**src/design/assert_macros.svh**
```systemverilog
// Assertion helpers used by quaternion_slerp.sv.
`ifndef ASSERT_MACROS_SVH
`define ASSERT_MACROS_SVH

// Same-cycle implication.
`define QS_ASSERT_IMPL(lbl, clk, rst_n, ante, cons, msg) \
    lbl: assert property (@(posedge clk) disable iff (!rst_n) (ante) |-> (cons)) \
        else $error(msg);

// Next-cycle implication.
`define QS_ASSERT_NEXT(lbl, clk, rst_n, ante, cons, msg) \
    lbl: assert property (@(posedge clk) disable iff (!rst_n) (ante) |=> (cons)) \
        else $error(msg);

`endif

```
**src/design/qslerp_pkg.sv**
```systemverilog
package qslerp_pkg;

    localparam int FRAC_BITS    = 14;
    localparam int CORDIC_STEPS = 16;
    localparam int NSTEPS       = (CORDIC_STEPS > 32) ? 32 : CORDIC_STEPS;
    localparam int WQ           = 30;
    localparam int C_LSH        = WQ - 2 * FRAC_BITS;
    localparam int F_LSH        = WQ - FRAC_BITS;

    localparam logic [14:0] ONE_IO    = 15'(1 << FRAC_BITS);
    localparam logic [30:0] ONE_W     = 31'(1) << WQ;
    localparam logic [30:0] COS_LIMIT = ONE_W - 31'((2 ** WQ) / 10000);

    localparam int ISQRT_STEPS = 32;
    localparam int ISQRT_PER   = 2;
    localparam int ISQRT_LAT   = ISQRT_STEPS / ISQRT_PER;
    localparam int DIV_STEPS   = FRAC_BITS + 2;
    localparam int DIV_LAT     = DIV_STEPS;
    localparam int NORM_LAT    = 6;

    // input, product, dot, square | isqrt | vectoring | angle product | rotation |
    // weights, blend products, sum, magnitude, max | normalize | squares, sum |
    // isqrt | divide | output
    localparam int VLEN = 4 + ISQRT_LAT + NSTEPS + 1 + NSTEPS + 5 + NORM_LAT + 2
                          + ISQRT_LAT + DIV_LAT + 1;

    localparam logic [31:0] ATAN_TAB [32] = '{
        32'd843314857, 32'd497837830, 32'd263043837, 32'd133525159, 32'd67021687,
        32'd33543516, 32'd16775851, 32'd8388437, 32'd4194283, 32'd2097149,
        32'd1048576, 32'd524288, 32'd262144, 32'd131072, 32'd65536, 32'd32768,
        32'd16384, 32'd8192, 32'd4096, 32'd2048, 32'd1024, 32'd512, 32'd256,
        32'd128, 32'd64, 32'd32, 32'd16, 32'd8, 32'd4, 32'd2, 32'd1, 32'd0
    };

    typedef struct packed {
        logic [63:0] x;
        logic [35:0] r;
        logic [31:0] q;
    } t_sqrt;

    typedef struct packed {
        logic [33:0] x;
        logic [33:0] y;
        logic [33:0] z;
    } t_cordic;

    typedef struct packed {
        logic [47:0]          n;
        logic [31:0]          d;
        logic [DIV_STEPS-1:0] q;
    } t_div;

    typedef struct packed {
        logic [3:0][15:0] a;
        logic [3:0][15:0] b;
        logic [30:0]      f;
        logic [30:0]      g;
        logic [30:0]      c;
        logic             neg;
        logic             lin;
    } t_side;

    typedef struct packed {
        logic [3:0][30:0] nm;
        logic [3:0]       sgn;
        logic             zero;
    } t_nside;

    function automatic t_sqrt sqrt_step(input t_sqrt s);
        t_sqrt       o;
        logic [35:0] rr;
        logic [35:0] tt;
        rr  = {s.r[33:0], s.x[63:62]};
        tt  = {2'b00, s.q, 2'b01};
        o.x = {s.x[61:0], 2'b00};
        if (rr >= tt) begin
            o.r = rr - tt;
            o.q = {s.q[30:0], 1'b1};
        end else begin
            o.r = rr;
            o.q = {s.q[30:0], 1'b0};
        end
        return o;
    endfunction

endpackage

```
**src/design/qslerp_isqrt.sv**
```systemverilog
module qslerp_isqrt (
    input  logic        i_clk,
    input  logic        i_en,
    input  logic [63:0] i_x,
    output logic [31:0] o_q
);

    qslerp_pkg::t_sqrt r_st [qslerp_pkg::ISQRT_LAT];
    qslerp_pkg::t_sqrt n_st [qslerp_pkg::ISQRT_LAT];

    genvar j;
    generate
        for (j = 0; j < qslerp_pkg::ISQRT_LAT; j++) begin : g_stage
            always_comb begin
                qslerp_pkg::t_sqrt cur;
                if (j == 0) begin
                    cur.x = i_x;
                    cur.r = '0;
                    cur.q = '0;
                end else begin
                    cur = r_st[(j == 0) ? 0 : j - 1];
                end
                for (int k = 0; k < qslerp_pkg::ISQRT_PER; k++) begin
                    cur = qslerp_pkg::sqrt_step(cur);
                end
                n_st[j] = cur;
            end

            always_ff @(posedge i_clk) begin
                if (i_en) begin
                    r_st[j] <= n_st[j];
                end
            end
        end
    endgenerate

    assign o_q = r_st[qslerp_pkg::ISQRT_LAT-1].q;

endmodule

```
**config.mk**
```make
export PLATFORM = sky130hd
export DESIGN_NAME = qslerp_isqrt
export DESIGN_NICKNAME = d
export VERILOG_FILES = /design/src/design/assert_macros.svh /design/src/design/qslerp_pkg.sv /design/src/design/qslerp_isqrt.sv
export SDC_FILE = /design/constraint.sdc
export NUM_CORES = 2
export LEC_CHECK = 0
export ABC_CLOCK_PERIOD_IN_PS = 6900
export BUFFER_PORTS_ARGS = -buffer_cell sky130_fd_sc_hd__clkbuf_2
export CORE_MARGIN = 5
export CORE_UTILIZATION = 49
export DETAILED_ROUTE_END_ITERATION = 8
export GPL_TIMING_DRIVEN = 0
export PLACE_DENSITY = 0.75
export SLEW_MARGIN = 0
export SYNTH_ARGS = -nofsm -noshare
export SYNTH_HDL_FRONTEND = slang
export SYNTH_SLANG_ARGS = --single-unit
export TNS_END_PERCENT = 50
```
**constraint.sdc**
```tcl
create_clock -name i_clk -period 6.9 [get_ports i_clk]
set_input_delay 0.69 -clock i_clk [delete_from_list [all_inputs] [get_ports i_clk]]
set_output_delay 0.69 -clock i_clk [all_outputs]
set_load 0.005 [all_outputs]
```
; ---- Yosys cells after proc, flatten, opt, wreduce, memory -nomap -nowiden
; Memories as Yosys holds them, arrays and structs flattened.
; Cells that the tools add are included.
; Widths: inputs -> output; s select.
[op_classes]
mux = 34
add_sub_neg = 32
n_lt_le_gt_ge = 32
[ops]
columns = cell, count
row1 = $ge 36x34->1, 31
row2 = $mux 68, 16
row3 = $mux 66, 16
row4 = $sub 36x34->36, 16
row5 = $sub 34x34->34, 15
row6 = $sub 2x1->3 const B, 1
row7 = $ge 2x1->1 const B, 1
row8 = $mux 1, 2
[word_totals]
input_bits = 66
register_bits = 0
mem_count = 1
mem_bits_rw = 2048
output_inout_bits = 32
[mem_list]
columns = memory, depth, word_bits, rd, rd_clocked_by_memory_dff, write_ports, line_no
row1 = r_st, 16, 128, 16, 0, 16, qslerp_isqrt.sv:8  ; qslerp_pkg::t_sqrt r_st [qslerp_pkg::ISQRT_LAT];

; ---- Longest topological paths before layout
; An unclocked memory read counts as a cell.
[logic_depth]
word_depth = 5
ltp_mapped = 28
ltp_nobuf = 26

; ---- Least setup slack after synthesis
; OpenSTA, ideal clock, no wires.
[synth_path]
path_kind = register to register
start = memory r_st[0][940] (netlist name)
end = memory r_st[1][60] (netlist name), data pin
stages_incl_launch_ff = 24
n_path_buf = 4
slack_ns = 1.048
arrival_ns = 5.589
setup_ns = 0.264
cell_sequence = edfxtp_1 > ha_1 > clkbuf_1 > nand4_1 > or4_1 > nor4_2 > nor4b_4 > nand3_1 > clkbuf_1 > clkbuf_1 > nor2_1 > a21oi_1 > ha_1 > clkbuf_1 > nor3b_1 > inv_1 > nor3_1 > a211oi_1 > nand3b_1 > o311ai_1 > a211oi_1 > or4b_1 > or4_1 > xnor2_1
[synth_rtl]
columns = item, line_no
row1 = start: declaration, qslerp_isqrt.sv:8

==> impl_metrics.csv <==
group,metric,value,unit
synthesis,syn-cell-area,0.0816,mm²
die,die_area,0.175,mm²
die,die_y,418,µm
timing,max_freq,151,MHz
power,leakagePower,35.1,nW
placement,dp_hpwl,164000,µm
synthesis,ys_types,111,
clock_tree,insertion_delay,0.80,ns
timing,holdWs,0.0687,ns
worst_setup_path,worstPathArrival,7.15,ns
synthesis,synth.most_common_cell,"edfxtp_1",
timing,finClkSkew,0.0413,ns
synthesis,synth_commonest_cells,"edfxtp_1, nor2_1, a21oi_1",
worst_setup_path,required,7.41,ns
drt,drt-initial-drc-count,5868,
cells_and_area,largest_register_ffs,1239,
worst_setup_path,path_class,"reg2reg",
drt,drtAntennaViolNets,0,
drt,vias,63500,
placement,io_buffer_count,97,
cells_and_area,regMostFlops,"r_st",
drt,vias_per_cell,5.95,
drt,wl_per_cell,19.9,µm
timing,fin_crit_sh,0.963,
power,ir_drop,0.000313,V
clock_tree,clkTransAtPathRegs,0.06,ns
global_route,grt_overflow,0,
global_route,grt_use_total,0.237,
cells_and_area,diodes,0,
die,rows,149,
clock_tree,numCtsBuffers,134,
timing,setup_viol,0,
worst_hold_path,hp-class,"in2reg",
timing,finalMaxSlewViolations,0,
cells_and_area,layout.cells.non_filler,10700,
cells_and_area,top_regs,"r_st (1239)",
clock_tree,clockBufferDepth,3,
timing,hold_viol_final,0,
placement,gp_congestion,0.932,
timing,min_period,6.64,ns
timing,worst_slew_pin_slew,1.17,ns
worst_setup_path,cp_max_fo,10,
global_route,grt_max_degree,130,
synthesis,yosysTopAreaCell,"edfxtp_1",
synthesis,syn_avg_cell_area,10.0,µm²
drt,drtPass1Iterations,8,
cells_and_area,area_growth_syn_to_layout,10.4,%
worst_setup_path,cp-end-kind,"register",
synthesis,yosysSeqAreaShare,0.456,
clock_tree,numClockSinks,1239,
global_route,antenna_found_initial,3,
synthesis,synth.area.top_cells,"edfxtp_1, ha_1, xnor2_1",
die,core-area,0.165,mm²
synthesis,syn_inst,8126,
drt,wl,213000,µm
cells_and_area,final_layout_size_suffix_gt1_frac,0.0849,
worst_setup_path,r2r_cells,23,
clock_tree,cts-root-buf,"clkbuf_16",
die,io_pins,98,
die,initial_core_util,0.493,
worst_setup_path,start_kind,"register",
drt,drc_errors,0,
global_route,grt_pass1_wl,332000,µm
cells_and_area,nets,9005,
synthesis,async_flop_share,0,
synthesis,yosys_register_bits,1239,
synthesis,synth_edf_count,1239,
worst_hold_path,hold_path_depth,1,
placement,dp.cells,10400,
timing,fin_tns_setup,0,ns
global_route,first_global_vias,61000,
job,cap_violations,0,
clock_tree,cts_tree,"yes",
synthesis,synth_top_area_share,0.456,
die,die_x,418,µm
clock_tree,h-tree-depth,4,
synthesis,synthFlopType,"edfxtp_1",
status,status,"finished clean",
power,p_per_area,373,mW/mm²
synthesis,ys_warn_count,0,
timing,max_slew_margin,0.214,
==> cells by family (layout without fill, tap and decap cells) <==
group                    after synthesis  count (layout)  share of synthesized area
AO/OA/AOI/OAI                       2067            2067                      0.162
XOR/XNOR                             765             765                     0.0821
flip-flops                          1239            1239                      0.456
multiplexers                         125             125                     0.0168
other                                  1               3                  0.0000460
AND/OR/NAND/NOR                     2591            2591                      0.160
adder cells (fa/ha/maj)              559             559                     0.0857
buffers and inverters                779            1140                     0.0380
==> stage by stage <==
stage          setup WS, ns  total power [mW]  utilization  instance area, µm²
2_1_floorplan          1.05              22.3            -               81600
3_3_place_gp         -15.72              26.3        0.513               84800
3_5_place_dp          -1.42              26.2        0.515               85200
4_1_cts             0.00391              33.5        0.543               89700
5_1_grt             -0.0370              35.8        0.545               90100
6_report              0.259              33.6        0.545               90100
==> power breakdown <==
part	internal [mW]	switching, mW	total, mW
combinational	6.30	9.17	15.5
sequential	10.1	0.959	11.0
clock	3.99	3.12	7.11
==> layout make-up <==
type	instances	area [µm²]
clock inverter	92	972
multi-input combinational	6110	41600
timing repair buffer	131	986
fill	14300	75300
tap	2189	2740
inverter	522	1970
sequential	1239	37200
clock buffer	152	3420
buffer	243	1170
==> cell usage in the layout, fill, tap and decap left out, types with 93 or more instances in the layout <==
cell       count
edfxtp_1    1239
nor2_1       669
a21oi_1      659
nand2_1      627
ha_1         558
inv_1        509
xnor2_1      481
o21ai_0      437
xor2_1       284
a21o_1       234
nor3_1       216
nand3_1      172
clkbuf_1     143
clkbuf_16    134
nand4_1      132
clkbuf_2     127
nand2b_1     104
nor4_1        99
mux2_2        93
==> timing repair <==
item | in CTS | in global routing
setup buffers | 2 | 16
cloned | 0 | 0
hold buffers | 3 | 0
endpoints found under the setup margin | 277 | 297
resized for setup | 60 | 76
pin swaps | 1 | 7
hold endpoints to repair | 3 | 0
==> path summary, 6_finish.rpt <==
check / start / endpoint / slack, ns
worst max-delay path: r_st[1][641] / r_st[1][810] / 0.26
worst min register to register: r_st[0][76] / r_st[0][208] / 0.41
worst max register to register: r_st[1][641] / r_st[1][810] / 0.26
worst min-delay path: i_x[41] / r_st[0][109] / 0.07
==> critical path: stages, from the launching register on <==
cell      delay [ns]
edfxtp_1        0.49
inv_1           0.13
ha_1            0.36
nor2_1          0.10
a211oi_2        0.29
o31ai_1         0.18
o311a_1         0.41
o21ai_4         0.34
clkbuf_2        0.43
mux2_2          0.40
ha_1            0.35
a21oi_1         0.17
o21ai_0         0.10
a21oi_1         0.16
o21ai_0         0.11
a31oi_1         0.25
o21a_1          0.18
a21bo_2         0.14
a21oi_1         0.09
o21ai_0         0.41
nor4b_4         0.36
buf_2           0.33
clkbuf_2        0.33
o21ai_0         0.20
==> routing by layer <==
metal	track usage	share of wire	vias to the layer above
met5	0	0.000061	-
met1	0.303	0.42	30400
met2	0.408	0.48	2018
met4	0.0910	0.040	2
met3	0.0327	0.055	438
li1	-	-	30700
Power figures use the tool's default switching activity.
