===== config.mk =====
export PLATFORM = sky130hd
export DESIGN_NAME = qslerp_cordic_rot
export DESIGN_NICKNAME = d
export VERILOG_FILES = /design/src/design/assert_macros.svh /design/src/design/qslerp_pkg.sv /design/src/design/qslerp_cordic_rot.sv
export SDC_FILE = /design/constraint.sdc
export NUM_CORES = 2
export LEC_CHECK = 0
export BUFFER_PORTS_ARGS = -buffer_cell sky130_fd_sc_hd__buf_2
export CORE_MARGIN = 1.5
export CORE_UTILIZATION = 58
export CTS_CLUSTER_SIZE = 20
export DETAILED_ROUTE_END_ITERATION = 10
export MAX_ROUTING_LAYER = met4
export PLACE_DENSITY = 0.85
export SETUP_SLACK_MARGIN = 0.3
export SLEW_MARGIN = 20
export SYNTH_ARGS = -nofsm -noshare
export SYNTH_HDL_FRONTEND = slang
export SYNTH_SLANG_ARGS = --single-unit

===== constraint.sdc =====
create_clock -name i_clk -period 4.47 [get_ports i_clk]
set_clock_uncertainty 0.15 [all_clocks]
set_input_delay 0.894 -clock i_clk [delete_from_list [all_inputs] [get_ports i_clk]]
set_output_delay 0.894 -clock i_clk [all_outputs]
set_load 0.01 [all_outputs]

===== src/design/assert_macros.svh =====
// Assertion helpers used by quaternion_slerp.sv.
`ifndef ASSERT_MACROS_SVH
`define ASSERT_MACROS_SVH

// Same-cycle implication.
`define QS_ASSERT_IMPL(lbl, clk, rst_n, ante, cons, msg) \
    lbl: assert property (@(posedge clk) disable iff (!rst_n) (ante) |-> (cons)) \
        else $error(msg);

// Next-cycle implication.
`define QS_ASSERT_NEXT(lbl, clk, rst_n, ante, cons, msg) \
    lbl: assert property (@(posedge clk) disable iff (!rst_n) (ante) |=> (cons)) \
        else $error(msg);

`endif


===== src/design/qslerp_pkg.sv =====
package qslerp_pkg;

    localparam int FRAC_BITS    = 14;
    localparam int CORDIC_STEPS = 16;
    localparam int NSTEPS       = (CORDIC_STEPS > 32) ? 32 : CORDIC_STEPS;
    localparam int WQ           = 30;
    localparam int C_LSH        = WQ - 2 * FRAC_BITS;
    localparam int F_LSH        = WQ - FRAC_BITS;

    localparam logic [14:0] ONE_IO    = 15'(1 << FRAC_BITS);
    localparam logic [30:0] ONE_W     = 31'(1) << WQ;
    localparam logic [30:0] COS_LIMIT = ONE_W - 31'((2 ** WQ) / 10000);

    localparam int ISQRT_STEPS = 32;
    localparam int ISQRT_PER   = 2;
    localparam int ISQRT_LAT   = ISQRT_STEPS / ISQRT_PER;
    localparam int DIV_STEPS   = FRAC_BITS + 2;
    localparam int DIV_LAT     = DIV_STEPS;
    localparam int NORM_LAT    = 6;

    // input, product, dot, square | isqrt | vectoring | angle product | rotation |
    // weights, blend products, sum, magnitude, max | normalize | squares, sum |
    // isqrt | divide | output
    localparam int VLEN = 4 + ISQRT_LAT + NSTEPS + 1 + NSTEPS + 5 + NORM_LAT + 2
                          + ISQRT_LAT + DIV_LAT + 1;

    localparam logic [31:0] ATAN_TAB [32] = '{
        32'd843314857, 32'd497837830, 32'd263043837, 32'd133525159, 32'd67021687,
        32'd33543516, 32'd16775851, 32'd8388437, 32'd4194283, 32'd2097149,
        32'd1048576, 32'd524288, 32'd262144, 32'd131072, 32'd65536, 32'd32768,
        32'd16384, 32'd8192, 32'd4096, 32'd2048, 32'd1024, 32'd512, 32'd256,
        32'd128, 32'd64, 32'd32, 32'd16, 32'd8, 32'd4, 32'd2, 32'd1, 32'd0
    };

    typedef struct packed {
        logic [63:0] x;
        logic [35:0] r;
        logic [31:0] q;
    } t_sqrt;

    typedef struct packed {
        logic [33:0] x;
        logic [33:0] y;
        logic [33:0] z;
    } t_cordic;

    typedef struct packed {
        logic [47:0]          n;
        logic [31:0]          d;
        logic [DIV_STEPS-1:0] q;
    } t_div;

    typedef struct packed {
        logic [3:0][15:0] a;
        logic [3:0][15:0] b;
        logic [30:0]      f;
        logic [30:0]      g;
        logic [30:0]      c;
        logic             neg;
        logic             lin;
    } t_side;

    typedef struct packed {
        logic [3:0][30:0] nm;
        logic [3:0]       sgn;
        logic             zero;
    } t_nside;

    function automatic t_sqrt sqrt_step(input t_sqrt s);
        t_sqrt       o;
        logic [35:0] rr;
        logic [35:0] tt;
        rr  = {s.r[33:0], s.x[63:62]};
        tt  = {2'b00, s.q, 2'b01};
        o.x = {s.x[61:0], 2'b00};
        if (rr >= tt) begin
            o.r = rr - tt;
            o.q = {s.q[30:0], 1'b1};
        end else begin
            o.r = rr;
            o.q = {s.q[30:0], 1'b0};
        end
        return o;
    endfunction

endpackage


===== src/design/qslerp_cordic_rot.sv =====
module qslerp_cordic_rot (
    input  logic               i_clk,
    input  logic               i_en,
    input  logic signed [33:0] i_z,
    output logic signed [33:0] o_y
);

    qslerp_pkg::t_cordic r_st [qslerp_pkg::NSTEPS];
    qslerp_pkg::t_cordic n_st [qslerp_pkg::NSTEPS];

    genvar i;
    generate
        for (i = 0; i < qslerp_pkg::NSTEPS; i++) begin : g_stage
            always_comb begin
                logic signed [33:0] x;
                logic signed [33:0] y;
                logic signed [33:0] z;
                logic signed [33:0] dx;
                logic signed [33:0] dy;
                logic signed [33:0] at;
                if (i == 0) begin
                    x = $signed({3'b000, qslerp_pkg::ONE_W});
                    y = '0;
                    z = i_z;
                end else begin
                    x = $signed(r_st[(i == 0) ? 0 : i - 1].x);
                    y = $signed(r_st[(i == 0) ? 0 : i - 1].y);
                    z = $signed(r_st[(i == 0) ? 0 : i - 1].z);
                end
                dx = y >>> i;
                dy = x >>> i;
                at = $signed({2'b00, qslerp_pkg::ATAN_TAB[i]});
                if (!z[33]) begin
                    n_st[i].x = x - dx;
                    n_st[i].y = y + dy;
                    n_st[i].z = z - at;
                end else begin
                    n_st[i].x = x + dx;
                    n_st[i].y = y - dy;
                    n_st[i].z = z + at;
                end
            end

            always_ff @(posedge i_clk) begin
                if (i_en) begin
                    r_st[i] <= n_st[i];
                end
            end
        end
    endgenerate

    assign o_y = $signed(r_st[qslerp_pkg::NSTEPS-1].y);

endmodule


## After elaboration in Yosys (flattened, before gate mapping)

Memory sizes are Yosys's and may differ from the RTL's.
Cells that the tools add are included.
Widths: inputs -> output; s select.

| cells by class | value |
|---|---|
| add/subtract/negate cells | 92 |
| multiplexer cells | 18 |

Operators with widths:

| operator | number |
|---|---|
| $mux 102 | 15 |
| $add 34x19->34 | 2 |
| $add 34x20->34 | 2 |
| $add 34x21->34 | 2 |
| $add 34x22->34 | 2 |
| $add 34x22->34 const B | 2 |
| $add 34x23->34 | 2 |
| $add 34x24->34 | 2 |
| $add 34x25->34 | 2 |
| $add 34x26->34 | 2 |
| $add 34x27->34 | 2 |
| $add 34x28->34 | 2 |
| $add 34x29->34 | 2 |
| $add 34x30->34 | 2 |
| $add 34x31->34 | 2 |
| $add 34x32->34 | 2 |
| $add 34x33->34 | 2 |
| $mux 68 | 1 |
| $sub 34x19->34 | 2 |
| $sub 34x20->34 | 2 |
| $sub 34x21->34 | 2 |
| $sub 34x22->34 | 2 |
| $sub 34x22->34 const B | 2 |
| $sub 34x23->34 | 2 |
| other kinds (39) | 50 |

| storage, ports and cells | value |
|---|---|
| word-level logic and storage cells | 111 |
| RAM bits | 1,632 |
| register bits after elaboration | 0 |
| memories kept | 1 |

Memory list:

| memory | depth | bits a word | read ports | clocked after Yosys merged registers in | wr ports | line | source |
|---|---|---|---|---|---|---|---|
| r_st | 16 | 102 | 16 | 0 | 16 | qslerp_cordic_rot.sv:8 | `qslerp_pkg::t_cordic r_st [qslerp_pkg::NSTEPS];` |

## Depth between registers and ports, before layout

An unclocked memory read counts as a cell.

| depth | value |
|---|---|
| depth in word-level cells | 3 |
| gate-level depth with buffers | 24 |
| depth with buffers taken out | 23 |

## Worst setup path after synthesis

No wires, ideal clock.

| path | value |
|---|---|
| kind | flip-flop to flip-flop |
| start | memory r_st[0][645] (netlist bit) |
| end | memory r_st[0][744] (netlist bit) (data pin) |
| cell stages (with the launch flop) | 17 |
| path slack | -500 ps |
| arrival | 4,547 ps |
| required time | 4,046 ps |
| buffers on the path | 3 |
| path through | edfxtp_1 buf_4 clkbuf_1 buf_1 inv_1 fa_1 a21o_1 a21oi_1 o21bai_1 a2111oi_2 o41ai_2 a21oi_1 nor2_1 or3_1 a21oi_1 o41ai_1 xor2_1 |

RTL lines:

| item | line |
|---|---|
| start: declaration | qslerp_cordic_rot.sv:8 |

==> results by group <==
Detailed routing
  – Vias after detailed routing: 72.62k
  – Routed wire length per instance: 19.33 um
  – Vias/cell: 6.067
  – Drc violations: 0
  – Final ANT Viol Nets: 0
  – Initial detailed-routing violation count: 5431
  – Drt pass-1 iters: 6
  – Detailed Route WL: 231300 um

Floorplan
  – Starting Density: 0.5854
  – IO Count: 70
  – Cell Rows: 143
  – Placeable Area: 152300 um2
  – Die X-Extent: 395.0 um
  – Die ar.: 156000 um2
  – Die Ht: 395.0 um

CTS
  – Clk sinks: 1099
  – H-tree depth: 4
  – Max Buffers Root-to-Sink: 3
  – Clock transition at the registers of the reported paths: 60 ps
  – Inserted Clock Buffers: 130
  – CTS tree: built
  – Root Buffer: clkbuf_16
  – Worst-skew pair later-pin latency: 790 ps

GRT
  – GRT Residual Overflow: 0
  – First-pass GRT wire length: 360300 um
  – Initial antenna violation count: 0
  – Largest net degree at the start of global routing: 138
  – Total track usage: 0.2893
  – Vias in the first global route: 71.43k

STA
  – Slew Limit Fails: 0
  – Hold Fails Final Rpt: 0
  – Fin crit period: 4543 ps
  – Final setup violation count: 6
  – Period utilization: 1.016
  – Fmax: 220.1 MHz
  – Final worst slack: -72.81 ps
  – Unrepaired setup endpoints after global routing: true
  – Rel. slew slack: 0.4001
  – Setup TNS Final: -297.5 ps
  – Slew at the pin closest to its max-slew limit: 894.5 ps

Outcome
  – Violated checks: setup timing
  – Status: complete, but fails checks

Setup path
  – R2R cell count: 19
  – Critical path endpoint category: register
  – Reg2Reg Launch Point: r_st[1][695]
  – WP data required: 4850 ps
  – Setup slack, reg-to-reg: -70 ps
  – Worst-path maximum fanout: 4
  – Startpoint Class: register
  – RR Endpoint: r_st[1][775]
  – CP arrival: 4920 ps
  – WS Path Type: reg2reg

Min path
  – Worst Hold Endpoint: r_st[0][0]
  – Worst hold stages: 2
  – Hold WC Path Type: in2reg
  – Hold_sp: i_z[0]

Logic synthesis
  – Post-synth top area cell: edfxtp_1
  – Most common cell in the netlist: edfxtp_1
  – Post-synth EDFFs: 1099
  – Cells after Synth: 9056
  – Net count after synthesis: 10.16k
  – Async set or reset register ratio after synthesis: 0
  – Post-synthesis sequential area ratio: 0.3703
  – Mapped Area: 89130 um2
  – YS warnings: 0
  – Synth top cells by count: edfxtp_1 (1099), ha_1 (1030), a21oi_1 (1011), xnor2_1 (873), nor2_1 (719)
  – Top post-synthesis cells by area: edfxtp_1 (37%), ha_1 (14%), xnor2_1 (8.6%)
  – Ys flop type: edfxtp_1
  – Cell variety after synth: 97
  – Avg Inst Size Synth: 9.842 um2
  – Top-area cell type share of the netlist area: 0.3703
  – Yosys reg bits: 1099

Cells and area
  – Biggest registers after layout: r_st x1099
  – Diode count: 0
  – Largest reg by FF count: r_st
  – Fillers: 10.83k
  – Reg area: 33000 um2
  – Syn-to-layout area delta: 18.23%
  – Fin nets: 10.94k
  – Multi-input logic area: 57480 um2
  – Share of layout cells above drive strength 1: 0.1771
  – Flip-flop count of the largest register after layout: 1099

Flow run
  – Max Cap Violations: 0

Placed design
  – Port Buffers: 69
  – Detailed placement HPWL: 171900 um
  – Gpl congestion: 0.9933
through the flow:
step           hold WS, ps  utilization  cells  setup WS (ps)  cell area [um2]
6_report             243.6       0.6921  11970         -72.81           105400
2_1_floorplan        250.3            -   9056          186.9            89300
3_3_place_gp         251.0       0.6264  11490         -401.2            95380
4_1_cts              205.4       0.6662  11820          8.982           101400
3_5_place_dp         255.4       0.6264  11490         -505.1            95380
5_1_grt              228.5       0.6921  11970         -228.8           105400
layout make-up:
class / count / share of cell area
multi-input combinational: 7348 / 0.5455
clock buffer: 149 / 0.03175
clock inverter: 84 / 0.008395
inverter: 424 / 0.01540
tap: 2030 / 0.02410
sequential: 1099 / 0.3132
timing repair buffer: 834 / 0.06170
critical path: stages, from the launching register on:
cell and delay [ps]:
edfxtp_1 410, inv_1 80, ha_2 170, nand2b_1 90
or4_4 420, or2_4 260, nor4_2 150, nor2_1 90
xnor2_1 140, ha_1 360, buf_4 150, a211o_1 280
o21ai_2 170, a31oi_2 120, a221o_1 360, o41a_1 440
buf_4 170, nand3_2 70, o21bai_1 70, xor2_1 140
kinds of logic (layout without fill, tap and decap cells):
group,after synthesis,count (layout),synth area share
compound gates,2722,2722,0.1929
xor+xnor,1324,1324,0.1304
fa+ha+maj,1067,1067,0.1529
buf+inv,609,1491,0.02729
flops,1099,1099,0.3703
mux,70,70,0.008240
simple gates,2165,2165,0.1180
metal layers:
metal	routed length, um	track usage
met1	90520	0.3188
met2	119300	0.5180
met3	9410	0.03464
met4	12150	0.1367
met5	0	-
worst max path at each step:
stage	from	endpoint	slack, ps	cells past startpoint
2_1_floorplan	r_st[0][645]	r_st[0][744]	190	16
3_3_place_gp	r_st[1][52]	r_st[1][201]	-400	18
3_5_place_dp	r_st[1][50]	r_st[1][201]	-510	18
4_1_cts	r_st[1][695]	r_st[1][780]	9	19
5_1_grt	r_st[1][695]	r_st[1][781]	-230	18
6_report	r_st[1][695]	r_st[1][775]	-70	19
cells in the final DEF (no fill, tap or decap), drive strengths merged, types with 74 or more instances in the layout:
master  instances
and3           74
edfxtp       1099
nor2          719
a21o          471
a31oi          94
o21bai        142
nand4          80
clkbuf        149
nand2b        167
buf           834
xnor2         873
a21oi        1014
nor3          197
inv           423
o21a          138
ha           1030
o21ai         452
xor2          451
nor2b         165
nand2         398
nand3         126
what timing repair did:
| action | CTS | global route |
|---|---|---|
| buffers inserted | 98 | 150 |
| pin swaps | 118 | 429 |
| gates resized for setup | 240 | 621 |
| hold buffers | 0 | 0 |
| endpoints found under the setup margin | 151 | 212 |
Power is left out: the tool's default activity adds up to more than one toggle a clock period on the data nets, which glitch-free logic cannot reach.
