--- src/design/assert_macros.svh ---
// Assertion helpers used by quaternion_slerp.sv.
`ifndef ASSERT_MACROS_SVH
`define ASSERT_MACROS_SVH

// Same-cycle implication.
`define QS_ASSERT_IMPL(lbl, clk, rst_n, ante, cons, msg) \
    lbl: assert property (@(posedge clk) disable iff (!rst_n) (ante) |-> (cons)) \
        else $error(msg);

// Next-cycle implication.
`define QS_ASSERT_NEXT(lbl, clk, rst_n, ante, cons, msg) \
    lbl: assert property (@(posedge clk) disable iff (!rst_n) (ante) |=> (cons)) \
        else $error(msg);

`endif

--- src/design/qslerp_pkg.sv ---
package qslerp_pkg;

    localparam int FRAC_BITS    = 14;
    localparam int CORDIC_STEPS = 16;
    localparam int NSTEPS       = (CORDIC_STEPS > 32) ? 32 : CORDIC_STEPS;
    localparam int WQ           = 30;
    localparam int C_LSH        = WQ - 2 * FRAC_BITS;
    localparam int F_LSH        = WQ - FRAC_BITS;

    localparam logic [14:0] ONE_IO    = 15'(1 << FRAC_BITS);
    localparam logic [30:0] ONE_W     = 31'(1) << WQ;
    localparam logic [30:0] COS_LIMIT = ONE_W - 31'((2 ** WQ) / 10000);

    localparam int ISQRT_STEPS = 32;
    localparam int ISQRT_PER   = 2;
    localparam int ISQRT_LAT   = ISQRT_STEPS / ISQRT_PER;
    localparam int DIV_STEPS   = FRAC_BITS + 2;
    localparam int DIV_LAT     = DIV_STEPS;
    localparam int NORM_LAT    = 6;

    // input, product, dot, square | isqrt | vectoring | angle product | rotation |
    // weights, blend products, sum, magnitude, max | normalize | squares, sum |
    // isqrt | divide | output
    localparam int VLEN = 4 + ISQRT_LAT + NSTEPS + 1 + NSTEPS + 5 + NORM_LAT + 2
                          + ISQRT_LAT + DIV_LAT + 1;

    localparam logic [31:0] ATAN_TAB [32] = '{
        32'd843314857, 32'd497837830, 32'd263043837, 32'd133525159, 32'd67021687,
        32'd33543516, 32'd16775851, 32'd8388437, 32'd4194283, 32'd2097149,
        32'd1048576, 32'd524288, 32'd262144, 32'd131072, 32'd65536, 32'd32768,
        32'd16384, 32'd8192, 32'd4096, 32'd2048, 32'd1024, 32'd512, 32'd256,
        32'd128, 32'd64, 32'd32, 32'd16, 32'd8, 32'd4, 32'd2, 32'd1, 32'd0
    };

    typedef struct packed {
        logic [63:0] x;
        logic [35:0] r;
        logic [31:0] q;
    } t_sqrt;

    typedef struct packed {
        logic [33:0] x;
        logic [33:0] y;
        logic [33:0] z;
    } t_cordic;

    typedef struct packed {
        logic [47:0]          n;
        logic [31:0]          d;
        logic [DIV_STEPS-1:0] q;
    } t_div;

    typedef struct packed {
        logic [3:0][15:0] a;
        logic [3:0][15:0] b;
        logic [30:0]      f;
        logic [30:0]      g;
        logic [30:0]      c;
        logic             neg;
        logic             lin;
    } t_side;

    typedef struct packed {
        logic [3:0][30:0] nm;
        logic [3:0]       sgn;
        logic             zero;
    } t_nside;

    function automatic t_sqrt sqrt_step(input t_sqrt s);
        t_sqrt       o;
        logic [35:0] rr;
        logic [35:0] tt;
        rr  = {s.r[33:0], s.x[63:62]};
        tt  = {2'b00, s.q, 2'b01};
        o.x = {s.x[61:0], 2'b00};
        if (rr >= tt) begin
            o.r = rr - tt;
            o.q = {s.q[30:0], 1'b1};
        end else begin
            o.r = rr;
            o.q = {s.q[30:0], 1'b0};
        end
        return o;
    endfunction

endpackage

--- src/design/qslerp_div.sv ---
module qslerp_div (
    input  logic                             i_clk,
    input  logic                             i_en,
    input  logic [47:0]                      i_num,
    input  logic [31:0]                      i_den,
    output logic [qslerp_pkg::DIV_STEPS-1:0] o_q
);

    qslerp_pkg::t_div r_st [qslerp_pkg::DIV_LAT];
    qslerp_pkg::t_div n_st [qslerp_pkg::DIV_LAT];

    genvar k;
    generate
        for (k = 0; k < qslerp_pkg::DIV_LAT; k++) begin : g_stage
            localparam int SH = qslerp_pkg::DIV_STEPS - 1 - k;
            always_comb begin
                qslerp_pkg::t_div cur;
                logic [47:0]      dd;
                if (k == 0) begin
                    cur.n = i_num;
                    cur.d = i_den;
                    cur.q = '0;
                end else begin
                    cur = r_st[(k == 0) ? 0 : k - 1];
                end
                dd = 48'(cur.d) << SH;
                n_st[k].d = cur.d;
                if (cur.n >= dd) begin
                    n_st[k].n = cur.n - dd;
                    n_st[k].q = {cur.q[qslerp_pkg::DIV_STEPS-2:0], 1'b1};
                end else begin
                    n_st[k].n = cur.n;
                    n_st[k].q = {cur.q[qslerp_pkg::DIV_STEPS-2:0], 1'b0};
                end
            end

            always_ff @(posedge i_clk) begin
                if (i_en) begin
                    r_st[k] <= n_st[k];
                end
            end
        end
    endgenerate

    assign o_q = r_st[qslerp_pkg::DIV_LAT-1].q;

endmodule

--- config.mk ---
export PLATFORM = sky130hd
export DESIGN_NAME = qslerp_div
export DESIGN_NICKNAME = d
export VERILOG_FILES = /design/src/design/assert_macros.svh /design/src/design/qslerp_pkg.sv /design/src/design/qslerp_div.sv
export SDC_FILE = /design/constraint.sdc
export NUM_CORES = 2
export LEC_CHECK = 0
export BUFFER_PORTS_ARGS = -buffer_cell sky130_fd_sc_hd__buf_2
export CORE_MARGIN = 4
export CORE_UTILIZATION = 60
export DETAILED_ROUTE_END_ITERATION = 7
export GPL_TIMING_DRIVEN = 0
export PLACE_DENSITY = 0.8
export SETUP_SLACK_MARGIN = 0.2
export SYNTH_ARGS = -nofsm -noshare
export SYNTH_HDL_FRONTEND = slang
export SYNTH_SLANG_ARGS = --single-unit
--- constraint.sdc ---
create_clock -name i_clk -period 4.3 [get_ports i_clk]
set_input_delay 0.645 -clock i_clk [delete_from_list [all_inputs] [get_ports i_clk]]
set_output_delay 0.645 -clock i_clk [all_outputs]
set_load 0.05 [all_outputs]
Word level (Yosys, flattened, before mapping) --
Memories as Yosys holds them, arrays and structs flattened. Cells that the tools add are included.
Operators by class: add/sub/neg operators 16, magnitude comparators 16, muxes and demuxes 34
Operators by type and width (count):
- 48-bit two-way mux | 16
- 48-bit by 32-bit >= comparator with 1-bit output | 1
- 48-bit by 33-bit >= comparator with 1-bit output | 1
- 48-bit by 34-bit >= comparator with 1-bit output | 1
- 48-bit by 35-bit >= comparator with 1-bit output | 1
- 48-bit by 36-bit >= comparator with 1-bit output | 1
- 48-bit by 37-bit >= comparator with 1-bit output | 1
- 48-bit by 38-bit >= comparator with 1-bit output | 1
- 48-bit by 39-bit >= comparator with 1-bit output | 1
- 48-bit by 40-bit >= comparator with 1-bit output | 1
- 48-bit by 41-bit >= comparator with 1-bit output | 1
- 48-bit by 42-bit >= comparator with 1-bit output | 1
- 48-bit by 43-bit >= comparator with 1-bit output | 1
- 48-bit by 44-bit >= comparator with 1-bit output | 1
- 48-bit by 45-bit >= comparator with 1-bit output | 1
- 48-bit by 46-bit >= comparator with 1-bit output | 1
- 48-bit by 47-bit >= comparator with 1-bit output | 1
- 48-bit by 32-bit subtractor with 48-bit output | 1
- 48-bit by 33-bit subtractor with 48-bit output | 1
- 48-bit by 34-bit subtractor with 48-bit output | 1
- 48-bit by 35-bit subtractor with 48-bit output | 1
- 48-bit by 36-bit subtractor with 48-bit output | 1
- 48-bit by 37-bit subtractor with 48-bit output | 1
- 48-bit by 38-bit subtractor with 48-bit output | 1
- other kinds (10) | 27
Storage, ports and cells: bits in registers 0, RAM bits 1536, input bits 82, memories kept 1
Memory list:
- r_st | depth 16, bits a word 96, read ports 16, clocked after memory_dff 0, write ports 16, RTL line qslerp_div.sv:9 | qslerp_pkg::t_div r_st [qslerp_pkg::DIV_LAT];

Longest topological paths before layout --
An unclocked memory read counts as a cell.
depth in word-level cells 3, depth in mapped cells 15

Worst setup path before layout --
OpenSTA, ideal clock, no wires.
path kind input to register, start in i_num[15], end mem r_st[0][95] (netlist bit), data pin, data arrival time 3.256 ns, setup slack 0.784 ns, cell stages on the path 13, cells stage by stage inv_1 ha_1 fa_1 nor2b_1 o31ai_2 a31oi_1 a2111oi_2 o31ai_1 a31oi_1 o21ai_0 nand4_1 a31oi_1 mux2_2
RTL lines:
- from (decl) | RTL line qslerp_div.sv:4 | input logic [47:0] i_num,
- to (decl) | RTL line qslerp_div.sv:9

==> flow_summary.json <==
{
  "core_area_um2": 125600,
  "ant_nets": 0,
  "setup_viol": 0,
  "cp_slowest_cell": "a2111oi_0",
  "cts.path.max_buffers": 3,
  "grt_pass1_vias": 56448,
  "drt_iter0_markers": 3438,
  "ys_warn_count": 0,
  "drt_pass1_iterations": 7,
  "synth-async-reset-ratio_pct": 0,
  "synth_area_per_cell_um2": 10.95,
  "seq_area_frac_synth_pct": 52.85,
  "cts-root-buf": "clkbuf_16",
  "routed_wl_um": 189600,
  "multi_input_area_um2": 33010,
  "fillers": 9004,
  "rsz0062_at_grt": "yes",
  "period_share_pct": 94.52,
  "h-tree-depth": 4,
  "dpl_cell_area_um2": 78740,
  "fin_area_um2": 84650,
  "finalPower_uw": 57460,
  "crit_chain": "ha_1 -> a21o_1 -> a21o_1 -> a21o_1 -> a2111oi_0 -> o311ai_0 -> or2_2 -> buf_2 -> buf_4 -> nor2_1 -> a21oi_1",
  "die_h_um": 363.7,
  "grt_max_degree": 198,
  "ys.flop_type": "edfxtp_1",
  "area.growth.synth_to_final_pct": 11.51,
  "finClkSkew_ps": 48.46,
  "clk_pin_slew_ps": 60,
  "syn_area_um2": 75910,
  "synth_edf_count": 1336,
  "switching_power_uw": 21370,
  "cts.sinks": 1336,
  "period_needed_ps": 4064,
  "sw_frac_of_total_pct": 37.19,
  "route.detailed.drc": 0,
  "ys_ff_latch": 1336,
  "die-area_um2": 132300,
  "worst_ep_arrival_time_ps": 4580,
  "synth.top_cell.area_share_pct": 52.85,
  "relSlewSlack_pct": 27.69,
  "synthCells": 6933,
  "worst-path-buf-inv": 2,
  "holdCritPathClass": "input pin to flop",
  "cp.required_ps": 4810,
  "track_usage_pct": 28.42,
  "crit_family": "compound AO/OA/AOI/OAI gates",
  "power_frac_seq_pct": 35.8,
  "place_ws_ps": -1120,
  "critPathKind": "flop to flop",
  "final_nets": 7840,
  "drive_gt1_share_pct": 8.852,
  "detailed_place_hpwl_um": 143300,
  "run_status": "finished, final reports clean",
  "cts_tree": "yes",
  "cp-end-kind": "flop",
  "synth_cell_types": 94,
  "top_regs": "r_st: 1336 flops",
  "slew_viol_final": 0,
  "die_w_um": 363.7,
  "largest_reg_flops": 1336,
  "core.rowCount": 130,
  "io_buffer_count": 97,
  "p_int_uw": 36090,
  "place.gp.congestion": 0.9487,
  "worstSkewPairLatency_ps": 810,
  "yosys-top-cells-area": "edfxtp_1 53%, ha_1 8.4%, a21oi_1 4.0%",
  "tightest_slew_ps": 1075,
  "leakage_uw": 0.03397,
  "holdWs_ps": 59.75,
  "yosys.area.top_type": "edfxtp_1",
  "critPathLaunchType": "flop",
  "grt-ovfl-total": 0,
  "peakVddDrop_mv": 0.4218,
  "via_count": 53937,
  "clockPowerShare_pct": 21.9,
  "avgRoutedWirePerCell_um": 21.08,
  "regMostFlops": "r_st",
  "setup_ws_ps": 235.7,
  "start_util_pct": 60.46,
  "maxCapViolCount": 0,
  "grt_antenna_before_repair": 1,
  "power_frac_comb_pct": 42.3,
  "viasPerCell": 5.996,
  "synth_nets": 7542,
  "p_per_area_nw_per_um2": 678.8,
  "boundaryPins": 98,
  "seq_area_um2": 40120,
  "grt_first_pass_wirelength_um": 292200,
  "critPathMaxFanout": 11,
  "slowest_delay_ps": 890,
  "hold_viol": 0,
  "cts_buffers": 147,
  "crit_top_cell": "a21o_1",
  "max_freq_mhz": 246.0
}
[power groups by stage]
stage	registers, µW	logic [µW]	clock network [µW]
floorplan	20100	17700	0
global placement	21100	22900	0
detailed placement	20700	23300	0
CTS	20500	23700	12800
global route	20900	26700	13400
finish	20600	24300	12600
[logic make-up (layout without fill, tap and decap cells)]
group	Yosys count	after routing	synth area share, %
AO/OA/AOI/OAI	1860	1860	15.18
AND/OR/NAND/NOR	1704	1704	10.78
flip-flops	1336	1336	52.85
buffers and inverters	847	1257	4.345
XOR/XNOR	535	535	6.172
adder cells (fa/ha/maj)	527	527	8.834
multiplexers	124	124	1.839
other	0	2	0
[metal layers]
metal	vias to the layer above	share of wire, %	GRT usage (%)
met5	-	0	0
met4	0	9.5	24.19
met3	731	3.3	3.484
met2	1711	55	57.01
met1	25476	32	24.25
li1	26019	-	-
[through the flow]
step	setup TNS, ps	util (%)	instances
6_report	0	67.41	8995
5_1_grt	0	67.41	8994
4_1_cts	0	67.16	8985
3_5_place_dp	-192760	62.71	8692
3_3_place_gp	-	62.49	8680
2_1_floorplan	0	-	6933
[final timing paths]
kind	startpoint	to	slack (ps)	cells after the start
worst min-delay path	i_den[16]	r_st[0][32]$_DFFE_PP_	60	1
worst max register to register	r_st[0][85]$_DFFE_PP_	r_st[0][176]$_DFFE_PP_	240	11
worst max-delay path	r_st[0][85]$_DFFE_PP_	r_st[0][176]$_DFFE_PP_	240	11
worst min register to register	r_st[0][679]$_DFFE_PP_	r_st[1][8]$_DFFE_PP_	410	0
[Yosys cell counts, types with 81 or more instances]
master,instances
a21o_1,305
a21oi_1,611
clkbuf_1,128
edfxtp_1,1336
ha_1,512
inv_1,658
mux2_2,116
nand2_1,530
nand3_1,122
nand4_1,81
nor2_1,427
nor3_1,109
o21ai_0,455
xnor2_1,303
xor2_1,232
[layout by cell type, fill, tap and decap left out, types with 19 or more instances in the layout]
cell type,n
edfxtp_1,1336
inv_1,657
a21oi_1,600
nand2_1,530
ha_1,512
o21ai_0,445
nor2_1,425
a21o_1,305
xnor2_1,303
xor2_1,232
clkbuf_16,148
clkbuf_1,130
buf_2,124
nand3_1,122
mux2_2,116
nor3_1,107
nand4_1,81
nor2b_1,66
nand2b_1,62
nor4_1,61
a31oi_1,60
o21bai_1,57
and3_1,54
o21a_1,53
buf_4,40
or3_1,39
and2_1,30
o31ai_1,30
a211oi_1,30
dlygate4sd3_1,28
clkbuf_2,26
clkinv_2,23
or4_1,22
o211ai_1,22
a21boi_0,21
clkinv_1,19
[area by class of cell]
type / count / share of cell area [%]
timing repair buffer: 149 / 1.342
tap: 1650 / 2.439
sequential: 1336 / 47.39
antenna: 2 / 0.005912
clock inverter: 82 / 1.321
clock buffer: 179 / 4.487
buffer: 188 / 1.091
inverter: 659 / 2.927
multi-input combinational: 4750 / 38.99
[what timing repair did]
| action | 4_1_cts | 5_1_grt |
|---|---|---|
| endpoints found under the hold margin | 28 | 0 |
| endpoints found under the setup margin | 512 | 372 |
| gates cloned | 0 | 1 |
| pin swaps | 2 | 10 |
| gates resized for setup | 103 | 74 |
| buffers inserted | 4 | 7 |
| hold buffers | 28 | 0 |
Note: power is estimated with default switching activity, not from simulation.
