==> src/design/assert_macros.svh <==
// Assertion helpers used by quaternion_slerp.sv.
`ifndef ASSERT_MACROS_SVH
`define ASSERT_MACROS_SVH

// Same-cycle implication.
`define QS_ASSERT_IMPL(lbl, clk, rst_n, ante, cons, msg) \
    lbl: assert property (@(posedge clk) disable iff (!rst_n) (ante) |-> (cons)) \
        else $error(msg);

// Next-cycle implication.
`define QS_ASSERT_NEXT(lbl, clk, rst_n, ante, cons, msg) \
    lbl: assert property (@(posedge clk) disable iff (!rst_n) (ante) |=> (cons)) \
        else $error(msg);

`endif

==> src/design/qslerp_pkg.sv <==
package qslerp_pkg;

    localparam int FRAC_BITS    = 14;
    localparam int CORDIC_STEPS = 16;
    localparam int NSTEPS       = (CORDIC_STEPS > 32) ? 32 : CORDIC_STEPS;
    localparam int WQ           = 30;
    localparam int C_LSH        = WQ - 2 * FRAC_BITS;
    localparam int F_LSH        = WQ - FRAC_BITS;

    localparam logic [14:0] ONE_IO    = 15'(1 << FRAC_BITS);
    localparam logic [30:0] ONE_W     = 31'(1) << WQ;
    localparam logic [30:0] COS_LIMIT = ONE_W - 31'((2 ** WQ) / 10000);

    localparam int ISQRT_STEPS = 32;
    localparam int ISQRT_PER   = 2;
    localparam int ISQRT_LAT   = ISQRT_STEPS / ISQRT_PER;
    localparam int DIV_STEPS   = FRAC_BITS + 2;
    localparam int DIV_LAT     = DIV_STEPS;
    localparam int NORM_LAT    = 6;

    // input, product, dot, square | isqrt | vectoring | angle product | rotation |
    // weights, blend products, sum, magnitude, max | normalize | squares, sum |
    // isqrt | divide | output
    localparam int VLEN = 4 + ISQRT_LAT + NSTEPS + 1 + NSTEPS + 5 + NORM_LAT + 2
                          + ISQRT_LAT + DIV_LAT + 1;

    localparam logic [31:0] ATAN_TAB [32] = '{
        32'd843314857, 32'd497837830, 32'd263043837, 32'd133525159, 32'd67021687,
        32'd33543516, 32'd16775851, 32'd8388437, 32'd4194283, 32'd2097149,
        32'd1048576, 32'd524288, 32'd262144, 32'd131072, 32'd65536, 32'd32768,
        32'd16384, 32'd8192, 32'd4096, 32'd2048, 32'd1024, 32'd512, 32'd256,
        32'd128, 32'd64, 32'd32, 32'd16, 32'd8, 32'd4, 32'd2, 32'd1, 32'd0
    };

    typedef struct packed {
        logic [63:0] x;
        logic [35:0] r;
        logic [31:0] q;
    } t_sqrt;

    typedef struct packed {
        logic [33:0] x;
        logic [33:0] y;
        logic [33:0] z;
    } t_cordic;

    typedef struct packed {
        logic [47:0]          n;
        logic [31:0]          d;
        logic [DIV_STEPS-1:0] q;
    } t_div;

    typedef struct packed {
        logic [3:0][15:0] a;
        logic [3:0][15:0] b;
        logic [30:0]      f;
        logic [30:0]      g;
        logic [30:0]      c;
        logic             neg;
        logic             lin;
    } t_side;

    typedef struct packed {
        logic [3:0][30:0] nm;
        logic [3:0]       sgn;
        logic             zero;
    } t_nside;

    function automatic t_sqrt sqrt_step(input t_sqrt s);
        t_sqrt       o;
        logic [35:0] rr;
        logic [35:0] tt;
        rr  = {s.r[33:0], s.x[63:62]};
        tt  = {2'b00, s.q, 2'b01};
        o.x = {s.x[61:0], 2'b00};
        if (rr >= tt) begin
            o.r = rr - tt;
            o.q = {s.q[30:0], 1'b1};
        end else begin
            o.r = rr;
            o.q = {s.q[30:0], 1'b0};
        end
        return o;
    endfunction

endpackage

==> src/design/qslerp_cordic_vec.sv <==
module qslerp_cordic_vec (
    input  logic               i_clk,
    input  logic               i_en,
    input  logic signed [33:0] i_x,
    input  logic signed [33:0] i_y,
    output logic signed [33:0] o_z
);

    qslerp_pkg::t_cordic r_st [qslerp_pkg::NSTEPS];
    qslerp_pkg::t_cordic n_st [qslerp_pkg::NSTEPS];

    genvar i;
    generate
        for (i = 0; i < qslerp_pkg::NSTEPS; i++) begin : g_stage
            always_comb begin
                logic signed [33:0] x;
                logic signed [33:0] y;
                logic signed [33:0] z;
                logic signed [33:0] dx;
                logic signed [33:0] dy;
                logic signed [33:0] at;
                if (i == 0) begin
                    x = i_x;
                    y = i_y;
                    z = '0;
                end else begin
                    x = $signed(r_st[(i == 0) ? 0 : i - 1].x);
                    y = $signed(r_st[(i == 0) ? 0 : i - 1].y);
                    z = $signed(r_st[(i == 0) ? 0 : i - 1].z);
                end
                dx = y >>> i;
                dy = x >>> i;
                at = $signed({2'b00, qslerp_pkg::ATAN_TAB[i]});
                if (!y[33]) begin
                    n_st[i].x = x + dx;
                    n_st[i].y = y - dy;
                    n_st[i].z = z + at;
                end else begin
                    n_st[i].x = x - dx;
                    n_st[i].y = y + dy;
                    n_st[i].z = z - at;
                end
            end

            always_ff @(posedge i_clk) begin
                if (i_en) begin
                    r_st[i] <= n_st[i];
                end
            end
        end
    endgenerate

    assign o_z = $signed(r_st[qslerp_pkg::NSTEPS-1].z);

endmodule

==> config.mk <==
export PLATFORM = sky130hd
export DESIGN_NAME = qslerp_cordic_vec
export DESIGN_NICKNAME = d
export VERILOG_FILES = /design/src/design/assert_macros.svh /design/src/design/qslerp_pkg.sv /design/src/design/qslerp_cordic_vec.sv
export SDC_FILE = /design/constraint.sdc
export NUM_CORES = 2
export LEC_CHECK = 0
export BUFFER_PORTS_ARGS = -buffer_cell sky130_fd_sc_hd__buf_2
export CAP_MARGIN = 20
export CORE_MARGIN = 2
export CORE_UTILIZATION = 39
export CTS_CLUSTER_SIZE = 25
export DETAILED_ROUTE_END_ITERATION = 8
export GPL_ROUTABILITY_DRIVEN = 1
export SLEW_MARGIN = 20
export SYNTH_ARGS = -nofsm -noshare
export SYNTH_HDL_FRONTEND = slang
export SYNTH_SLANG_ARGS = --single-unit
export TNS_END_PERCENT = 10
==> constraint.sdc <==
create_clock -name i_clk -period 11.05 [get_ports i_clk]
set_input_delay 1.6575 -clock i_clk [delete_from_list [all_inputs] [get_ports i_clk]]
set_output_delay 1.6575 -clock i_clk [all_outputs]
set_load 0.005 [all_outputs]
# Word level (Yosys, flattened, before mapping)
# Memories as Yosys holds them, arrays and structs flattened.
# Cells that the tools add are included.
# classes
addsub	93
n_mul	0
n_reduce_logical	0
muxes	18
div_mod_pow	0
n_shift	0
magnitude_cmp	0
n_bitwise	0
eq_ne	0
# op_table
operator	n
$mux 102	16
$add 34x19->34	2
$add 34x20->34	2
$add 34x21->34	2
$add 34x22->34	2
$add 34x22->34 const B	2
$add 34x23->34	2
$add 34x24->34	2
$add 34x25->34	2
$add 34x26->34	2
$add 34x27->34	2
$add 34x28->34	2
$add 34x29->34	2
$add 34x30->34	2
$add 34x31->34	2
$add 34x32->34	2
$add 34x33->34	2
$sub 34x19->34	2
$sub 34x20->34	2
$sub 34x21->34	2
$sub 34x22->34	2
$sub 34x22->34 const B	2
$sub 34x23->34	2
$sub 34x24->34	2
other kinds (38)	49
# word_totals
reg_bits	0
out_inout_bits	34
latchBits	0
romBits	0
inputBits	70
memories	1
mem_bits_rw	1632
# mem_list
memory	depth	word_bits	rd	rd_ports_with_merged_regs	write_ports	line_no	rtl
r_st	16	102	16	0	16	qslerp_cordic_vec.sv:9	qslerp_pkg::t_cordic r_st [qslerp_pkg::NSTEPS];

# Longest topological paths before layout
# depth
word_depth	2
depth_mapped	23
ltp_nobuf	22

# Worst setup path before layout
# OpenSTA, ideal clock, no wires.
# synth_timing
path_kind	register -> register
start	memory r_st[0][271] (netlist name)
end	memory r_st[0][373] (netlist name), data pin
n_path_buf	2
arrival_ns	4.384
path_slack_ns	6.404
path_stages_with_launch	17
cell_sequence	edfxtp_1 -> clkbuf_1 -> inv_1 -> clkbuf_1 -> o41ai_1 -> xnor2_1 -> ha_1 -> a211oi_2 -> o21ai_0 -> a211oi_1 -> nor4_1 -> o31ai_1 -> or4_1 -> a21oi_1 -> a2111o_1 -> a21oi_1 -> xor2_1
# synth_lines
item	line_no
start: declaration	qslerp_cordic_vec.sv:9

==> run_results.csv <==
group,metric,value,unit
status,outcome,"finished clean",
floorplanning,fp-row-count,206,
worst_setup_path,cpLargestDelayFamily,"simple AND/OR/NAND/NOR gates",
timing,max_freq,184.5,MHz
timing,setup_ws,5631,ps
clocking,cts_buffers,179,
worst_setup_path,reg2reg_to,"r_st[1][268]$_DFFE_PP_",
worst_setup_path,ff2ff_path_depth,17,
worst_setup_path,setup.worst_path.end_class,"flop",
drt,viasPerCell,5.492,
drt,drtAntennaViolNets,0,
worst_setup_path,critPathBufInv,0,
yosys,ys.flop_type,"edfxtp_1",
timing,slew_violations,0,
placed_design,routabilityCongestion,0.9448,
worst_setup_path,max_stage_delay,540,ps
cells_and_area,largest_reg_flops,1434,
cells_and_area,largest_register,"r_st",
yosys,syn_area_per_cell,9.362,sq um
cells_and_area,final_nets,14710,
floorplanning,dieHeight,565.4,microns
drt,drt_wl_total,327.1,mm
floorplanning,core,314200,sq um
timing,slew_headroom,26.94,%
cells_and_area,syn2layout_area_growth,9.070,%
drt,route.detailed.drc,0,
global_route,grt_use_total,19.93,%
cells_and_area,regArea,43060,sq um
clocking,root_buffer,"clkbuf_16",
timing,report.final.setup_viol,0,
clocking,h-tree-depth,4,
yosys,synth_edf_count,1434,
clocking,insertion_delay,870,ps
floorplanning,initial_core_util,39.13,%
clocking,post_cts_buffers,0,
worst_setup_path,critical_path_arrival,5970,ps
worst_setup_path,critPathLaunchType,"flop",
clocking,cts.sinks,1434,
placed_design,portBuffers,102,
floorplanning,die_w,565.4,microns
yosys,ys_ff_latch,1434,
worst_setup_path,crit_required,11600,ps
yosys,synth_cell_types,95,
worst_setup_path,worst-setup-path-type,"flop to flop",
yosys,yosys_warnings,0,
timing,rsz0062_at_grt,"false",
worst_setup_path,r2r_start,"r_st[1][183]$_DFFE_PP_",
drt,wire_per_inst,18.65,microns
worst_setup_path,cpMostUsedCell,"o21a_1",
timing,worst_pin_slew,1096,ps
cells_and_area,reg_top3,"r_st (1434)",
global_route,grt_max_degree,176,
clocking,cts_max_path_buffers,4,
cells_and_area,nFillCells,30660,
placed_design,place_ws,5729,ps
run,cap_violations,0,
drt,dr.pass1.iters,6,
yosys,syn_area,122900,sq um
yosys,ys_seq_area_share,35.03,%
floorplanning,ioPinCount,104,
worst_setup_path,cp_num_cells,17,
drt,drt_iter0_drc,6591,
global_route,grt_pass1_wl,512.3,mm
global_route,antenna_found_initial,5,
cells_and_area,multiInputGateArea,76390,sq um
clocking,cts_tree,"done",
clocking,clkTransAtPathRegs,60,ps
drt,vias,96330,
worst_setup_path,cp_slowest_cell,"or3b_2",
timing,min_period_over_period,49.04,%
worst_setup_path,crit_path_cell_trace,"nor4_1 -> nor4b_1 -> and2_1 -> nor2b_1 -> nor2_1 -> xnor2_1 -> ha_1 -> and3_1 -> nand3_1 -> a2111oi_0 -> or3b_2 -> a221o_1 -> a211oi_2 -> o21a_1 -> o21a_1 -> mux2i_1 -> o2111ai_1",
worst_setup_path,worstPathMaxFanout,6,
hold_path,hp-class,"flop to flop",
worst_setup_path,regToRegSetupSlack,5630,ps
clocking,hold_buffers,0,
placed_design,dpl.hpwl,260.3,mm
timing,fin_tns_setup,0,ps
global_route,grt-ovfl-total,0,
yosys,syn_inst,13130,
yosys,async_flop_share,0,%
floorplanning,die-area,319700,sq um
worst_setup_path,endpoint,"r_st[1][268]$_DFFE_PP_",
cells_and_area,drive_gt1_share,4.269,%
worst_setup_path,cp-startpoint,"r_st[1][183]$_DFFE_PP_",
timing,fin_worst_skew,95.85,ps
hold_path,holdPathStages,0,
timing,hold_viol,0,
yosys,synth_nets,14610,
timing,fin_crit,5419,ps
global_route,grt_pass1_vias,92180,
clocking,cts_resized,0,
routing by layer:
layer / global-route usage, % / vias up / wire, microns
met5: 0 / - / 9
met4: 10.36 / 2 / 18480
met3: 1.894 / 621 / 11420
met2: 34.84 / 1895 / 157200
met1: 24.28 / 45180 / 140000
li1: - / 48640 / -
cells in the final DEF (no fill, tap or decap), drive strengths merged, types with 152 or more instances in the layout:
| cell type | instances |
|---|---|
| ha | 1368 |
| edfxtp | 1434 |
| nand2b | 193 |
| buf | 158 |
| inv | 654 |
| and3 | 154 |
| o21bai | 152 |
| nor2 | 1303 |
| nor3 | 380 |
| xnor2 | 1130 |
| a21oi | 1356 |
| o21ai | 620 |
| xor2 | 589 |
| a21o | 570 |
| o21a | 198 |
| clkbuf | 206 |
| nand2 | 710 |
| nor2b | 188 |
| nand3 | 237 |
stage by stage:
stage               hold slack [ps]  util [%]  area (sq um)  cells
floorplan                     400.3         -        122900  13130
global placement              402.1     40.79        128200  17210
detailed placement            404.5     40.79        128200  17210
CTS                           379.4     42.67        134100  17540
global route                  394.4     42.67        134100  17540
finish                        386.2     42.68        134100  17540
area by class of cell:
type / instances / share of cell area (%)
Multi-Input combinational cell: 10800 / 56.97
Sequential cell: 1434 / 32.11
Tap cell: 4160 / 3.882
Clock buffer: 206 / 3.480
Inverter: 651 / 1.822
Clock inverter: 122 / 0.9313
Timing Repair Buffer: 158 / 0.7894
Antenna cell: 5 / 0.009331
how the worst min path moves through the flow:
stage,slack [ps],endpoint,start
3_5_place_dp,400,r_st[0][511]$_DFFE_PP_,r_st[0][409]$_DFFE_PP_
3_3_place_gp,400,r_st[1][613]$_DFFE_PP_,r_st[1][511]$_DFFE_PP_
2_1_floorplan,400,r_st[0][511]$_DFFE_PP_,r_st[0][409]$_DFFE_PP_
6_report,390,r_st[1][522]$_DFFE_PP_,r_st[1][420]$_DFFE_PP_
4_1_cts,380,r_st[1][522]$_DFFE_PP_,r_st[1][420]$_DFFE_PP_
5_1_grt,390,r_st[1][522]$_DFFE_PP_,r_st[1][420]$_DFFE_PP_
cells in the mapped netlist (26+ instances only):
library cell / number / share of area (%)
or4_1: 36 / 0.22
o31a_1: 45 / 0.32
or2_2: 44 / 0.22
o311ai_0: 28 / 0.20
nand2_1: 710 / 2.2
nor4_1: 102 / 0.52
o31ai_1: 64 / 0.39
nor3_1: 380 / 1.5
mux2_2: 37 / 0.34
a211oi_1: 123 / 0.75
xor2_1: 589 / 4.2
nor3b_1: 35 / 0.21
nor2_1: 1303 / 4.0
xnor2_1: 1130 / 8.1
and2_1: 100 / 0.51
or3_1: 94 / 0.48
clkbuf_1: 169 / 0.52
a31o_2: 28 / 0.20
buf_1: 35 / 0.11
fa_1: 43 / 0.70
a211o_1: 44 / 0.31
buf_4: 34 / 0.21
o211ai_1: 89 / 0.54
nand2b_1: 193 / 0.98
a2111oi_0: 32 / 0.23
mux2i_1: 46 / 0.37
o21ai_0: 616 / 2.5
o21a_1: 198 / 1.2
a31oi_1: 135 / 0.69
inv_1: 643 / 2.0
a21oi_1: 1356 / 5.5
and3_1: 154 / 0.78
nor4b_1: 26 / 0.19
a21o_1: 570 / 3.5
edfxtp_1: 1434 / 35
o41ai_1: 45 / 0.32
o21bai_1: 152 / 0.93
ha_1: 1368 / 14
nor2b_1: 188 / 0.96
o2111ai_1: 26 / 0.19
nand4_1: 71 / 0.36
a21boi_0: 66 / 0.40
nand3_1: 237 / 0.96
worst reg2reg max path, delay by kind of cell, from the launching register on:
kind / cells / cell delay [ps]
AOI/OAI and AO/OA: 6 / 1300
xor gates and xnor gates: 1 / 160
adders and majority gates: 1 / 350
DFF: 1 / 470
muxes: 1 / 210
and+or+nand+nor: 8 / 2620
cells by family after synthesis:
| group | count (synthesis) | share of synthesized area, % |
|---|---|---|
| AO/OA/AOI/OAI | 3835 | 19.87 |
| AND/OR/NAND/NOR | 3755 | 14.68 |
| XOR/XNOR | 1719 | 12.25 |
| flip-flops | 1434 | 35.03 |
| adder cells (fa/ha/maj) | 1411 | 14.62 |
| buffers and inverters | 893 | 2.834 |
| multiplexers | 83 | 0.7135 |
| other | 1 | 0.003050 |
Power is not shown: default switching activity piles up to over one toggle a cycle in this logic, so the estimate is an artifact.
